$ cat src/hdl/rtcb_pkg.sv
// ----------------------------------------------------------------------------
// rtcb_pkg
// Shared types, codes and BCD helpers for the real-time clock register file.
// ----------------------------------------------------------------------------
package rtcb_pkg;

    localparam int REG_COUNT = 19;
    localparam int IDX_W     = $clog2(REG_COUNT);

    // command codes
    localparam logic [2:0] CMD_WRITE  = 3'd0;
    localparam logic [2:0] CMD_READ   = 3'd1;
    localparam logic [2:0] CMD_INC    = 3'd2;
    localparam logic [2:0] CMD_AMPM   = 3'd3;
    localparam logic [2:0] CMD_MODE   = 3'd4;

    // time register addresses
    localparam logic [4:0] ADDR_SEC   = 5'd0;
    localparam logic [4:0] ADDR_MIN   = 5'd1;
    localparam logic [4:0] ADDR_HOUR  = 5'd2;
    localparam logic [4:0] ADDR_WDAY  = 5'd3;
    localparam logic [4:0] ADDR_DATE  = 5'd4;
    localparam logic [4:0] ADDR_MONTH = 5'd5;
    localparam logic [4:0] ADDR_YEAR  = 5'd6;

    // hour format codes (hours bits 6:5)
    localparam logic [1:0] FMT_AM     = 2'd2;
    localparam logic [1:0] FMT_PM     = 2'd3;

    localparam logic [7:0] MASK_12H   = 8'd31;
    localparam logic [7:0] MASK_MONTH = 8'd127;
    localparam logic [7:0] MASK_AM    = 8'd95;
    localparam logic [7:0] BITS_AM    = 8'd64;
    localparam logic [7:0] BITS_PM    = 8'd96;
    localparam logic [7:0] NOON       = 8'd12;

    typedef enum logic [1:0] {
        ST_IDLE,
        ST_EXEC,
        ST_DONE
    } state_t;

    typedef struct packed {
        logic load;
        logic exec;
    } dp_cmd_t;

    function automatic logic [7:0] bcd_dec(input logic [7:0] b);
        logic [7:0] hi;
        hi = {4'b0, b[7:4]};
        return 8'((hi << 3) + (hi << 1)) + {4'b0, b[3:0]};
    endfunction

    // divide by ten through the reciprocal 205/2048, exact below 1029
    function automatic logic [7:0] dec_bcd(input logic [7:0] d);
        logic [15:0] prod;
        logic [4:0]  q;
        logic [7:0]  r;
        prod = 16'(d) * 16'd205;
        q    = prod[15:11];
        r    = d - 8'(({3'b0, q} << 3) + ({3'b0, q} << 1));
        return {q[3:0], r[3:0]};
    endfunction

    function automatic logic [7:0] bump(input logic [7:0] d, input logic [7:0] wrap_at,
                                        input logic [7:0] restart);
        logic [7:0] n;
        n = d + 8'd1;
        return (n == wrap_at) ? restart : n;
    endfunction

    function automatic logic [7:0] inc_hours(input logic [7:0] v);
        logic [7:0] n;
        if (v[6:5] < FMT_AM)
            return dec_bcd(bump(bcd_dec(v), 8'd24, 8'd0));
        n = dec_bcd(bump(bcd_dec(v & MASK_12H), 8'd13, 8'd1));
        return n | ((v[6:5] == FMT_PM) ? BITS_PM : BITS_AM);
    endfunction

    function automatic logic [7:0] inc_field(input logic [4:0] a, input logic [7:0] v);
        logic [7:0] res;
        unique case (a)
            ADDR_SEC, ADDR_MIN: res = dec_bcd(bump(bcd_dec(v), 8'd60, 8'd0));
            ADDR_HOUR:          res = inc_hours(v);
            ADDR_WDAY:          res = dec_bcd(bump(bcd_dec(v), 8'd8, 8'd1));
            ADDR_DATE:          res = dec_bcd(bump(bcd_dec(v), 8'd32, 8'd1));
            ADDR_MONTH:         res = dec_bcd(bump(bcd_dec(v & MASK_MONTH), 8'd13, 8'd1));
            ADDR_YEAR:          res = dec_bcd(bump(bcd_dec(v), 8'd100, 8'd0));
            default:            res = v;
        endcase
        return res;
    endfunction

    function automatic logic [7:0] toggle_ampm(input logic [7:0] v);
        logic [7:0] res;
        priority if (v[6:5] == FMT_PM)
            res = v & MASK_AM;
        else if (v[6])
            res = v | BITS_PM;
        else
            res = v;
        return res;
    endfunction

    function automatic logic [7:0] toggle_mode(input logic [7:0] v);
        logic [7:0] d;
        logic [7:0] res;
        if (v[6:5] < FMT_AM) begin
            d = bcd_dec(v);
            priority if (d == 8'd0)
                res = dec_bcd(NOON) | BITS_AM;
            else if (d == NOON)
                res = dec_bcd(NOON) | BITS_PM;
            else if (d > NOON)
                res = dec_bcd(d - NOON) | BITS_PM;
            else
                res = dec_bcd(d) | BITS_AM;
        end
        else begin
            d = bcd_dec(v & MASK_12H);
            if (v[6:5] == FMT_AM)
                res = (d == NOON) ? 8'd0 : (v & MASK_12H);
            else
                res = (d == NOON) ? dec_bcd(NOON) : dec_bcd(d + NOON);
        end
        return res;
    endfunction

endpackage

$ cat src/hdl/rtc_bcd_time_register_adjust_top.sv
// ----------------------------------------------------------------------------
// rtc_bcd_time_register_adjust_top
// BCD real-time clock register file with write, read, field increment and
// 12/24-hour and AM/PM toggles.
// ----------------------------------------------------------------------------
// Each request transaction yields one response transaction carrying the
// addressed register after the command (the hours register for the toggles)
// and the hour format code. A request is first captured into the request
// registers, then executed, updating the register file and loading the
// response register; the next request is taken in the same cycle that the
// response is taken, so the block holds off a new request until the last
// response is taken. All registers read as zero after reset.
module rtc_bcd_time_register_adjust_top (
    input  logic       clk,
    input  logic       rst_n,
    input  logic       req_valid,
    output logic       req_stall,
    input  logic [2:0] cmd,
    input  logic [4:0] reg_addr,
    input  logic [7:0] write_data,
    output logic       rsp_valid,
    input  logic       rsp_stall,
    output logic [7:0] read_data,
    output logic [1:0] hour_format
);
    import rtcb_pkg::*;

    dp_cmd_t dp_cmd;

    rtcb_ctrl u_ctrl (
        .clk       (clk),
        .rst_n     (rst_n),
        .req_valid (req_valid),
        .req_stall (req_stall),
        .rsp_valid (rsp_valid),
        .rsp_stall (rsp_stall),
        .dp_cmd    (dp_cmd)
    );

    rtcb_dp u_dp (
        .clk         (clk),
        .rst_n       (rst_n),
        .dp_cmd      (dp_cmd),
        .cmd         (cmd),
        .reg_addr    (reg_addr),
        .write_data  (write_data),
        .read_data   (read_data),
        .hour_format (hour_format)
    );

    // an accepted request is executed before any response is offered
    a_exec_gap: assert property (@(posedge clk) disable iff (!rst_n)
        (req_valid && !req_stall) |=> !rsp_valid)
        else $error("response offered during execute cycle");

    // an accepted request always produces a response once it has passed through execute
    a_rsp_due: assert property (@(posedge clk) disable iff (!rst_n)
        (req_valid && !req_stall) |-> ##2 rsp_valid)
        else $error("response missing after accepted request");

    // execute and capture never coincide
    a_no_overlap: assert property (@(posedge clk) disable iff (!rst_n)
        !(dp_cmd.exec && dp_cmd.load))
        else $error("request captured while executing");

endmodule

$ cat src/hdl/rtcb_ctrl.sv
// ----------------------------------------------------------------------------
// rtcb_ctrl
// Sequencer: capture a request, execute it, hold the response until taken.
// ----------------------------------------------------------------------------
module rtcb_ctrl (
    input  logic             clk,
    input  logic             rst_n,
    input  logic             req_valid,
    output logic             req_stall,
    output logic             rsp_valid,
    input  logic             rsp_stall,
    output rtcb_pkg::dp_cmd_t dp_cmd
);
    import rtcb_pkg::*;

    state_t state_reg;
    state_t state_next;

    always_ff @(posedge clk or negedge rst_n)
    begin
        if (!rst_n)
            state_reg <= ST_IDLE;
        else
            state_reg <= state_next;
    end

    always_comb
    begin
        state_next = state_reg;
        unique case (state_reg)
            ST_IDLE:
                if (req_valid)
                    state_next = ST_EXEC;
            ST_EXEC:
                state_next = ST_DONE;
            ST_DONE:
                if (!rsp_stall)
                    state_next = req_valid ? ST_EXEC : ST_IDLE;
            default:
                state_next = ST_IDLE;
        endcase
    end

    // take a request while idle, or in the cycle the response leaves
    always_comb
    begin
        req_stall   = !((state_reg == ST_IDLE) || ((state_reg == ST_DONE) && !rsp_stall));
        rsp_valid   = (state_reg == ST_DONE);
        dp_cmd.load = req_valid && !req_stall;
        dp_cmd.exec = (state_reg == ST_EXEC);
    end

endmodule

$ cat src/hdl/rtcb_dp.sv
// ----------------------------------------------------------------------------
// rtcb_dp
// Register file, request capture, BCD update logic and response register.
// ----------------------------------------------------------------------------
module rtcb_dp (
    input  logic              clk,
    input  logic              rst_n,
    input  rtcb_pkg::dp_cmd_t dp_cmd,
    input  logic [2:0]        cmd,
    input  logic [4:0]        reg_addr,
    input  logic [7:0]        write_data,
    output logic [7:0]        read_data,
    output logic [1:0]        hour_format
);
    import rtcb_pkg::*;

    logic [7:0] regs_reg [REG_COUNT];
    logic [2:0] cmd_reg;
    logic [4:0] addr_reg;
    logic [7:0] data_reg;
    logic [7:0] read_data_reg;
    logic [1:0] hour_format_reg;

    logic       addr_ok;
    logic [7:0] cur_val;
    logic [7:0] hours_val;
    logic       wr_en;
    logic [IDX_W-1:0] wr_idx;
    logic [7:0] wr_val;
    logic [7:0] rsp_data_next;
    logic [1:0] rsp_fmt_next;

    localparam logic [IDX_W-1:0] HOUR_IDX = ADDR_HOUR[IDX_W-1:0];

    assign addr_ok   = {1'b0, addr_reg} < 6'(REG_COUNT);
    assign cur_val   = addr_ok ? regs_reg[addr_reg[IDX_W-1:0]] : 8'd0;
    assign hours_val = regs_reg[HOUR_IDX];

    always_comb
    begin
        wr_en  = 1'b0;
        wr_idx = addr_reg[IDX_W-1:0];
        wr_val = data_reg;
        unique case (cmd_reg)
            CMD_WRITE:
                wr_en = addr_ok;
            CMD_INC:
            begin
                wr_en  = addr_ok;
                wr_val = inc_field(addr_reg, cur_val);
            end
            CMD_AMPM:
            begin
                wr_en  = 1'b1;
                wr_idx = HOUR_IDX;
                wr_val = toggle_ampm(hours_val);
            end
            CMD_MODE:
            begin
                wr_en  = 1'b1;
                wr_idx = HOUR_IDX;
                wr_val = toggle_mode(hours_val);
            end
            default:
                wr_en = 1'b0;   // read and unused codes
        endcase
    end

    assign rsp_data_next = wr_en ? wr_val : cur_val;
    assign rsp_fmt_next  = (wr_en && (wr_idx == HOUR_IDX)) ? wr_val[6:5] : hours_val[6:5];

    always_ff @(posedge clk or negedge rst_n)
    begin
        if (!rst_n) begin
            for (int i = 0; i < REG_COUNT; i++)
                regs_reg[i] <= 8'd0;
        end
        else if (dp_cmd.exec && wr_en) begin
            regs_reg[wr_idx] <= wr_val;
        end
    end

    always_ff @(posedge clk)
    begin
        if (dp_cmd.load) begin
            cmd_reg  <= cmd;
            addr_reg <= reg_addr;
            data_reg <= write_data;
        end
        if (dp_cmd.exec) begin
            read_data_reg   <= rsp_data_next;
            hour_format_reg <= rsp_fmt_next;
        end
    end

    assign read_data   = read_data_reg;
    assign hour_format = hour_format_reg;

endmodule

$ cat config.mk
export PLATFORM = sky130hd
export DESIGN_NAME = rtc_bcd_time_register_adjust_top
export DESIGN_NICKNAME = d
export VERILOG_FILES = /design/src/hdl/rtcb_pkg.sv /design/src/hdl/rtc_bcd_time_register_adjust_top.sv /design/src/hdl/rtcb_ctrl.sv /design/src/hdl/rtcb_dp.sv
export SDC_FILE = /design/constraint.sdc
export NUM_CORES = 1
export LEC_CHECK = 0
export BUFFER_PORTS_ARGS = -buffer_cell sky130_fd_sc_hd__buf_4
export CORE_ASPECT_RATIO = 0.5
export CORE_UTILIZATION = 35
export DETAILED_ROUTE_END_ITERATION = 12
export SYNTH_ARGS = -nofsm -noshare
export SYNTH_HDL_FRONTEND = slang
export SYNTH_HIERARCHICAL = 1
export SYNTH_SLANG_ARGS = --single-unit
$ cat constraint.sdc
create_clock -name clk -period 12.4 [get_ports clk]
set_clock_uncertainty 0.15 [all_clocks]
set_input_delay 1.24 -clock clk [delete_from_list [all_inputs] [get_ports clk]]
set_output_delay 1.24 -clock clk [all_outputs]
set_load 0.02 [all_outputs]
; ---- Yosys cells after proc, flatten, opt, wreduce, memory -nomap -nowiden
; Cells that the tools add are included.
[totals]
register_bits = 180
in_bits = 20
out_inout_bits = 12
wordCells = 161
[op_classes]
addsub = 35
multipliers = 10
magnitude_cmp = 7
n_eq_ne = 26
muxes = 39
n_bitwise = 3
reduce_logical = 16
[ops]
columns = cell, count
row1 = 2-to-1 mux 8 bit, 21
row2 = bitwise mux 152 bit, 1
row3 = "multiplier 8 x 8 -> 15 bit, second input constant", 10
row4 = case mux 8 bit (6 select lines), 1
row5 = adder 4 bit, 10
row6 = adder 8 x 4 -> 8 bit, 5
row7 = binary-select mux 8 bit (select 5 bit), 1
row8 = demux 8 bit (select 5 bit), 1
row9 = "equality test 8 x 4 -> 1 bit, second input constant", 5
row10 = subtractor 4 bit, 10
row11 = "adder 8 x 1 -> 8 bit, second input constant", 3
row12 = case mux 8 bit (3 select lines), 1
row13 = adder 7 x 5 -> 8 bit, 2
row14 = "equality test 8 x 6 -> 1 bit, second input constant", 2
row15 = "equality test 5 x 2 -> 1 bit, second input constant", 3
row16 = "equality test 5 x 3 -> 1 bit, second input constant", 3
row17 = ">= comparator 6 bit, second input constant", 2
row18 = NOT 5 -> 6 bit, 2
row19 = adder 4 x 2 -> 5 bit, 2
row20 = 2-to-1 mux 5 bit, 2
row21 = "adder 8 x 4 -> 8 bit, second input constant", 1
row22 = "equality test 2 bit, second input constant", 4
row23 = "equality test 8 x 5 -> 1 bit, second input constant", 1
row24 = "equality test 8 x 7 -> 1 bit, second input constant", 1
row25 = 27 further kinds, 42

; ---- Depth between registers and ports, before layout
; Gate-level depths: netlist (run 1).
[depth]
word_depth = 18
mapped_depth = 48
mapped_depth_nobuf = 41

; ---- Modules after synthesis
; The synthesis (run 1) kept the hierarchy.
[modules_own_cells]
columns = module, instances, cells_per_inst, area_per_inst_um2, seq_area_each_um2
row1 = rtcb_dp, 1, 2168, 19995.4, 4584.4
row2 = rtcb_ctrl, 1, 10, 96.3, 50.0

; ---- Least setup slack after synthesis (run 1)
; OpenSTA, ideal clock, no wires.
[synth_path]
path_kind = reg2reg
startpoint = reg u_dp.addr_reg[1]
endpoint = reg u_dp.read_data_reg[3] (netlist: u_dp/read_data[3]), data pin
setup_time_ps = 257
arrival_ps = 9886
t_required_ps = 11993
setup_slack_ps = 2108
stages_incl_launch_ff = 45
path_buffers = 9
period_less_slack_ps = 10292
path_cell_list = edfxtp_1 buf_6 buf_6 buf_6 clkbuf_1 buf_2 clkbuf_1 mux4_2 a21oi_1 o22a_1 inv_1 ha_1 ha_1 buf_2 a21o_1 a21oi_1 o21bai_1 a21oi_1 [9 not listed] fa_1 inv_1 ha_1 nand4_1 or3_1 o21ai_0 a21oi_1 xnor2_1 ha_1 xnor2_1 xnor2_1 xnor2_1 xnor2_1 a221oi_1 nand3_1 o31ai_2 buf_6 a2bb2oi_2
[synth_via]
elab_chain_len = 18
word_cells_on_any_way = 69
cone_classes = add/sub: 23 / mul: 7 / order compare: 2 / eq/ne: 13 / mux: 20 / bitwise: 2 / reduce/logical: 2
[synth_lines]
columns = element, line
row1 = start: declaration, rtcb_dp.sv:19  ; logic [4:0] addr_reg;
row2 = start signal: assignment, rtcb_dp.sv:87  ; addr_reg <= reg_addr;
row3 = NOT 5 -> 6 bit (not written as such), rtcb_dp.sv:36  ; assign cur_val = addr_ok ? regs_reg[addr_reg[IDX_W-1:0]] : 8'd0;
row4 = binary-select mux 8 bit (select 5 bit), rtcb_dp.sv:36
row5 = 2-to-1 mux 8 bit (not written as such) (2 in a row), rtcb_dp.sv:36
row6 = 2-to-1 mux 8 bit, rtcb_dp.sv:36
row7 = adder 7 x 5 -> 8 bit / adder 4 x 2 -> 5 bit (equally long branches), rtcb_pkg.sv:51  ; return 8'((hi << 3) + (hi << 1)) + {4'b0, b[3:0]};
row8 = adder 8 x 4 -> 8 bit, rtcb_pkg.sv:51
row9 = adder 8 x 1 -> 8 bit, rtcb_pkg.sv:68  ; n = d + 8'd1;
row10 = equality test 8 x 5 -> 1 bit / equality test 8 x 4 -> 1 bit (equally long branches), rtcb_pkg.sv:69  ; return (n == wrap_at) ? restart : n;
row11 = [2 not listed], -
row12 = adder 4 bit, rtcb_pkg.sv:61  ; r = d - 8'(({3'b0, q} << 3) + ({3'b0, q} << 1));
row13 = subtractor 4 bit, rtcb_pkg.sv:61
row14 = 2-to-1 mux 8 bit / bitwise OR 8 x 7 -> 8 bit (equally long branches), "rtcb_pkg.sv:74, rtcb_pkg.sv:77"
row15 = 2-to-1 mux 8 bit, rtcb_pkg.sv:76  ; n = dec_bcd(bump(bcd_dec(v & MASK_12H), 8'd13, 8'd1));
row16 = case mux 8 bit (6 select lines), rtcb_pkg.sv:82  ; unique case (a)
row17 = case mux 8 bit (3 select lines), rtcb_dp.sv:44  ; unique case (cmd_reg)
row18 = 2-to-1 mux 8 bit (*), rtcb_dp.sv:69  ; assign rsp_data_next = wr_en ? wr_val : cur_val;
row19 = named net u_dp.rsp_data_next[3], rtcb_dp.sv:30  ; logic [7:0] rsp_data_next;
row20 = end signal: assignment, rtcb_dp.sv:91  ; read_data_reg <= rsp_data_next;
row21 = end: declaration, rtcb_dp.sv:21  ; logic [7:0] read_data_reg;
; Mark *: on every way through the listed nets, which the timed path passes. The rest lies on a longest branch. The select of a mux whose other input is x is not followed.
; A chain may end at the register's enable or synchronous reset.

; ---- Worst setup path after layout (run 1)
[layout_path]
startpoint = reg u_dp.addr_reg[0]
endpoint = reg u_dp.read_data_reg[2] (netlist: u_dp/read_data[2]), data pin
; Same word-level chain as after synthesis.

==> flow_metrics.py, run 1 <==
metrics = {
    "worst_setup_path": {
        "r2r_slack_ps": 880,
        "path_common_cell": "ha_1",
        "cp-start-kind": "flip-flop",
        "crit_type": "flip-flop to flip-flop",
        "required_ps": 12400,
        "arrival_ps": 11520,
        "slowest_stage": "edfxtp_1",
        "crit_fanout": 20,
        "r2r_cells": 40,
        "max_stage_delay_ps": 870,
        "endpoint_kind": "flip-flop",
        "worstReg2RegEnd": "u_dp/read_data[2]$_DFFE_PP_",
        "r2r-start": "u_dp/addr_reg[0]$_DFFE_PP_",
    },
    "placement": {
        "io_buffers": 31,
        "place_congestion": 0.9554,
        "hpwl_um": 41770,
        "placed_cell_area_um2": 21110,
    },
    "clock_network": {
        "clk_latency_ps": 440,
        "post_cts_buffers": 0,
        "clk_pin_slew_ps": 80,
        "tritoncts": "done",
        "clock_sinks": 180,
        "numCtsBuffers": 17,
        "cts_root_buf": "clkbuf_16",
        "cts_buffer_depth": 2,
        "post_cts_resized": 0,
        "holdBufCountCts": 0,
        "htree_levels": 4,
    },
    "sta": {
        "tightest_slew_ps": 1105,
        "min_period_over_period": 0.9293,
        "clock.fmax_mhz": 86.78,
        "maxSlewViolCount": 0,
        "hold_viol_final": 0,
        "setup_violations": 0,
        "period_minus_slack_ps": 11520,
        "relSlewSlack": 0.2609,
        "rsz0062_at_grt": "no",
        "fin_setup_tns_ps": 0,
    },
    "logic_synthesis": {
        "syn_inst": 2178,
        "synth_edf_count": 26,
        "synth_top_area_cell": "ha_1",
        "synth_nets": 2696,
        "yosysSeqAreaShare": 0.2307,
        "synth.top_cell.area_share": 0.2503,
        "ys_warn_count": 6,
        "synth_area_per_cell_um2": 9.225,
        "synth_top_flop_cell": "dfrtp_1",
        "synth_cell_types": 93,
        "synth_seq_cells": 180,
        "synthArstFlopShare": 0.8556,
        "synth.cell_area_um2": 20090,
        "yosys-top-cells-area": "ha_1 25%, dfrtp_1 19%, fa_1 9.6%, inv_1 5.3%, nand2_1 4.0%",
    },
    "hold_path": {
        "hold_end": "u_dp/regs_reg[29]$_DFFE_PN0P_",
        "worstHoldStart": "u_dp/regs_reg[29]$_DFFE_PN0P_",
        "hold_class": "flip-flop to flip-flop",
        "whs_path_depth": 2,
    },
    "cells_and_area": {
        "drive_gt1_frac": 0.07316,
        "largest_reg_flops": 144,
        "diodes": 0,
        "nNetsFinal": 2692,
        "final_area_um2": 21730,
        "fillers": 5653,
        "syn_to_final_growth_pct": 8.158,
        "seq_area_um2": 4634,
        "multiInputGateArea_um2": 14010,
    },
    "status": {
        "status": "finished clean",
    },
    "global_route": {
        "grtUsageTotal": 0.1845,
        "grt_pass1_vias": 15370,
        "grt-ovfl-total": 0,
        "grt_pass1_wl_um": 85190,
        "antenna_found_initial": 1,
        "grt_max_degree": 94,
    },
    "die": {
        "rows": 61,
        "die_x_um": 340.8,
        "initial_core_util": 0.3582,
        "pin_count": 32,
        "die_y_um": 171.4,
        "core-area_um2": 56100,
        "die-area_um2": 58430,
    },
    "detailed_routing": {
        "ant_nets": 0,
        "firstDrtPassIters": 7,
        "drc_errors": 0,
        "drtIter0Drc": 1164,
        "via_count": 15210,
        "vias_per_cell": 5.169,
        "routedWlPerCell_um": 17.84,
        "drt_wl_total_um": 52500,
    },
    "flow_run": {
        "maxCapViolations": 0,
    },
}
==> cell usage after synthesis, types with 7 or more instances <==
cell and instances:
a211oi_1 9, a21o_1 20, a21oi_1 99, a21oi_2 10, a22oi_1 18, a31oi_1 15, and2_1 13, and3_1 7
and4_1 7, buf_2 18, buf_6 7, clkbuf_1 52, dfrtp_1 154, edfxtp_1 26, fa_1 96, ha_1 402
inv_1 282, mux2i_1 43, mux4_2 20, nand2_1 212, nand2b_1 10, nand3_1 20, nand4_1 20, nor2_1 165
nor2b_1 18, nor3_1 24, o21a_1 10, o21ai_0 145, o21ai_1 17, o22ai_1 9, o31ai_1 7, xnor2_1 72
xor2_1 27
==> critical path: cells and delay by family, from the launching register on <==
| family | cells | cell delay [ps] |
|---|---|---|
| simple gates | 5 | 1460 |
| compound gates | 18 | 3570 |
| buf+inv | 5 | 800 |
| flops | 1 | 870 |
| xor+xnor | 2 | 400 |
| fa+ha+maj | 10 | 3970 |
==> per-layer routing <==
metal	track usage	wire length (um)	vias up
met5	0	0	-
met4	0.04894	1067	0
met3	0.02697	2925	59
met2	0.2914	23100	356
met1	0.2629	25410	7310
li1	-	-	7486
==> cell families (layout without fill, tap and decap cells) <==
logic type / Yosys count / count (layout) / synth area share
buffers and inverters: 367 / 376 / 0.07398
XOR/XNOR: 103 / 103 / 0.04702
AO/OA/AOI/OAI: 435 / 435 / 0.1384
multiplexers: 65 / 65 / 0.04496
AND/OR/NAND/NOR: 530 / 530 / 0.1190
flip-flops: 180 / 180 / 0.2307
adder cells (fa/ha/maj): 498 / 498 / 0.3460
==> layout make-up <==
type                            instances  share of cell area
Timing Repair Buffer                   59             0.02113
Inverter                              285             0.04923
Multi-Input combinational cell       1631              0.6447
Tap cell                              756             0.04353
Clock inverter                         14            0.007946
Clock buffer                           18             0.02021
Sequential cell                       180              0.2133
==> stage by stage <==
step / hold WS, ps / utilization / instances / setup WS (ps)
after floorplan: 294.6 / - / 2178 / 2108
after global placement: 307.0 / 0.3763 / 2911 / 1059
after detailed placement: 319.4 / 0.3763 / 2911 / 867.5
after CTS: 334.9 / 0.3872 / 2943 / 889.2
after global routing: 348.2 / 0.3874 / 2943 / 32.00
final: 331.7 / 0.3874 / 2943 / 876.9
==> worst max path at each step <==
stage                          startpoint                           to
3_5_place_dp   u_dp/addr_reg[0]$_DFFE_PP_  u_dp/read_data[6]$_DFFE_PP_
2_1_floorplan  u_dp/addr_reg[1]$_DFFE_PP_  u_dp/read_data[3]$_DFFE_PP_
6_report       u_dp/addr_reg[0]$_DFFE_PP_  u_dp/read_data[2]$_DFFE_PP_
4_1_cts        u_dp/addr_reg[0]$_DFFE_PP_  u_dp/read_data[6]$_DFFE_PP_
5_1_grt        u_dp/addr_reg[0]$_DFFE_PP_  u_dp/read_data[2]$_DFFE_PP_
3_3_place_gp   u_dp/addr_reg[0]$_DFFE_PP_  u_dp/read_data[6]$_DFFE_PP_
==> layout by cell type, fill, tap and decap left out, types with 9 or more instances in the layout <==
cell type and count:
nor3_1 23, nor2_1 164, a31oi_1 15, nand3_1 20
a21o_1 20, buf_4 57, and2_1 13, a21oi_1 98
nand4_1 20, ha_1 402, a21oi_2 11, inv_1 282
nand2b_1 10, o21ai_0 144, dfrtp_1 154, o21ai_1 18
nand2_1 212, a22oi_1 18, xnor2_1 72, fa_1 96
mux4_2 20, mux2i_1 43, nor2b_1 18, a211oi_1 9
o21a_1 10, xor2_1 27, clkbuf_16 17, edfxtp_1 26
Power of run 1 is left out: the tool's default activity adds up to more than one toggle a clock period on the data nets, which glitch-free logic cannot reach.
==> inputs of run 2 (changes only) <==
clock period = 11.25 ns   (was 12.4 ns; I/O delays follow)
==> flow_metrics.py, run 2 (synthesis gave the netlist of run 1 again) <==
metrics = {
    "sta": {
        "finalWorstSetupSlack_ps": 479.7,
        "clock.fmax_mhz": 92.85,
        "relSlewSlack": 0.2188,
        "timing.hold.ws_ps": 330.6,
        "min_period_over_period": 0.9574,
        "tightest_slew_ps": 1171,
        "fin_setup_tns_ps": 0,
        "period_minus_slack_ps": 10770,
        "setup_violations": 0,
        "hold_viol_final": 0,
        "rsz0062_at_grt": "no",
        "maxSlewViolCount": 0,
    },
    "die": {
        "initial_core_util": 0.3582,
        "die_y_um": 171.4,
        "die-area_um2": 58430,
        "die_x_um": 340.8,
        "core-area_um2": 56100,
        "rows": 61,
        "pin_count": 32,
    },
    "clock_network": {
        "clock_sinks": 180,
        "cts_root_buf": "clkbuf_16",
        "clk_pin_slew_ps": 80,
        "tritoncts": "done",
        "numCtsBuffers": 17,
        "cts_buffer_depth": 2,
        "htree_levels": 4,
        "clk_latency_ps": 440,
        "holdBufCountCts": 0,
    },
    "placement": {
        "placed_cell_area_um2": 21190,
        "place_congestion": 0.9477,
        "pre_cts_slack_ps": 674.8,
        "hpwl_um": 42000,
        "io_buffers": 31,
    },
    "flow_run": {
        "maxCapViolations": 0,
    },
    "cells_and_area": {
        "final_common_cell": "ha_1",
        "nNetsFinal": 2705,
        "largest_reg_flops": 144,
        "fillers": 5669,
        "final_area_um2": 21840,
        "drive_gt1_frac": 0.07909,
        "layout_common_cells": "402 x ha_1, 282 x inv_1, 212 x nand2_1",
        "syn_to_final_growth_pct": 8.693,
    },
    "detailed_routing": {
        "vias_per_cell": 5.186,
        "via_count": 15340,
        "routedWlPerCell_um": 17.67,
        "firstDrtPassIters": 5,
        "drc_errors": 0,
        "ant_nets": 0,
        "drt_wl_total_um": 52250,
        "drtIter0Drc": 986,
    },
    "worst_setup_path": {
        "cp-start-kind": "flip-flop",
        "endpoint_kind": "flip-flop",
        "path_common_cell": "ha_1",
        "crit_type": "flip-flop to flip-flop",
        "r2r-start": "u_dp/addr_reg[1]$_DFFE_PP_",
        "max_stage_delay_ps": 530,
        "worstReg2RegEnd": "u_dp/read_data[3]$_DFFE_PP_",
        "crit_fanout": 54,
        "r2r_slack_ps": 480,
        "required_ps": 11290,
        "slowest_stage": "fa_1",
        "r2r_cells": 40,
        "arrival_ps": 10810,
    },
    "global_route": {
        "grt_pass1_vias": 15320,
        "grt-ovfl-total": 0,
        "grtUsageTotal": 0.1833,
        "grt_pass1_wl_um": 84480,
        "antenna_found_initial": 0,
        "grt_max_degree": 86,
    },
    "status": {
        "status": "finished clean",
    },
    "hold_path": {
        "hold_class": "flip-flop to flip-flop",
        "whs_path_depth": 2,
        "worstHoldStart": "u_dp/regs_reg[111]$_DFFE_PN0P_",
        "hold_end": "u_dp/regs_reg[111]$_DFFE_PN0P_",
    },
}
-- run 2: cell count changes in the layout (fill, tap and decap cells not counted), moves of 2 or more --
cell,previous run,this run
bufinv_16,0,2
clkinv_4,2,4
inv_6,4,2
buf_4,57,69
clkinv_8,4,1
inv_12,2,0
inv_8,2,4
-- run 2: worst max-delay path by stage --
stage | startpoint | endpoint | slack (ps) | cells past startpoint
finish | u_dp/addr_reg[1]$_DFFE_PP_ | u_dp/read_data[3]$_DFFE_PP_ | 480 | 40
global route | u_dp/addr_reg[1]$_DFFE_PP_ | u_dp/read_data[3]$_DFFE_PP_ | 50 | 40
CTS | u_dp/addr_reg[1]$_DFFE_PP_ | u_dp/regs_reg[113]$_DFFE_PN0P_ | 620 | 36
detailed placement | u_dp/addr_reg[1]$_DFFE_PP_ | u_dp/regs_reg[81]$_DFFE_PN0P_ | 670 | 36
global placement | u_dp/addr_reg[1]$_DFFE_PP_ | u_dp/regs_reg[81]$_DFFE_PN0P_ | 670 | 36
floorplan | u_dp/addr_reg[1]$_DFFE_PP_ | u_dp/read_data[3]$_DFFE_PP_ | 960 | 44
-- run 2: metal layers --
layer / up-vias / track usage / part of all wire
li1: 7523 / - / -
met4: 0 / 0.04387 / 0.019
met5: - / 0 / 0
met1: 7352 / 0.2560 / 0.48
met3: 61 / 0.02586 / 0.053
met2: 400 / 0.2988 / 0.45
-- run 2: timing repair --
| item | 4_1_cts | 5_1_grt |
|---|---|---|
| buffers inserted | 0 | 4 |
| resized for setup | 0 | 2 |
| setup endpoints to repair | 0 | 37 |
-- run 2: worst max-delay path: cells and delay by family, from the launching register on --
family / cells / cell delay [ps]
and+or+nand+nor: 8 / 1410
muxes: 1 / 330
DFF: 1 / 380
adders and majority gates: 10 / 3990
xor gates and xnor gates: 4 / 940
buffers and inverters: 8 / 1440
AOI/OAI and AO/OA: 9 / 1780
-- run 2: final cells by class --
cell class	instances	area (um2)	area share
Sequential cell	180	4634	0.2122
Antenna cell	1	2.502	0.0001146
Inverter	285	1070	0.04899
Timing Repair Buffer	72	569.3	0.02607
Clock inverter	15	185.2	0.008479
Tap cell	756	945.9	0.04331
Multi-Input combinational cell	1631	14010	0.6413
Clock buffer	17	425.4	0.01948
-- run 2: metrics by stage --
step,util,std cells
finish,0.3893,2957
CTS,0.3886,2952
global route,0.3892,2956
detailed placement,0.3778,2920
floorplan,-,2178
global placement,0.3778,2920
Power of run 2 is left out for the same reason.
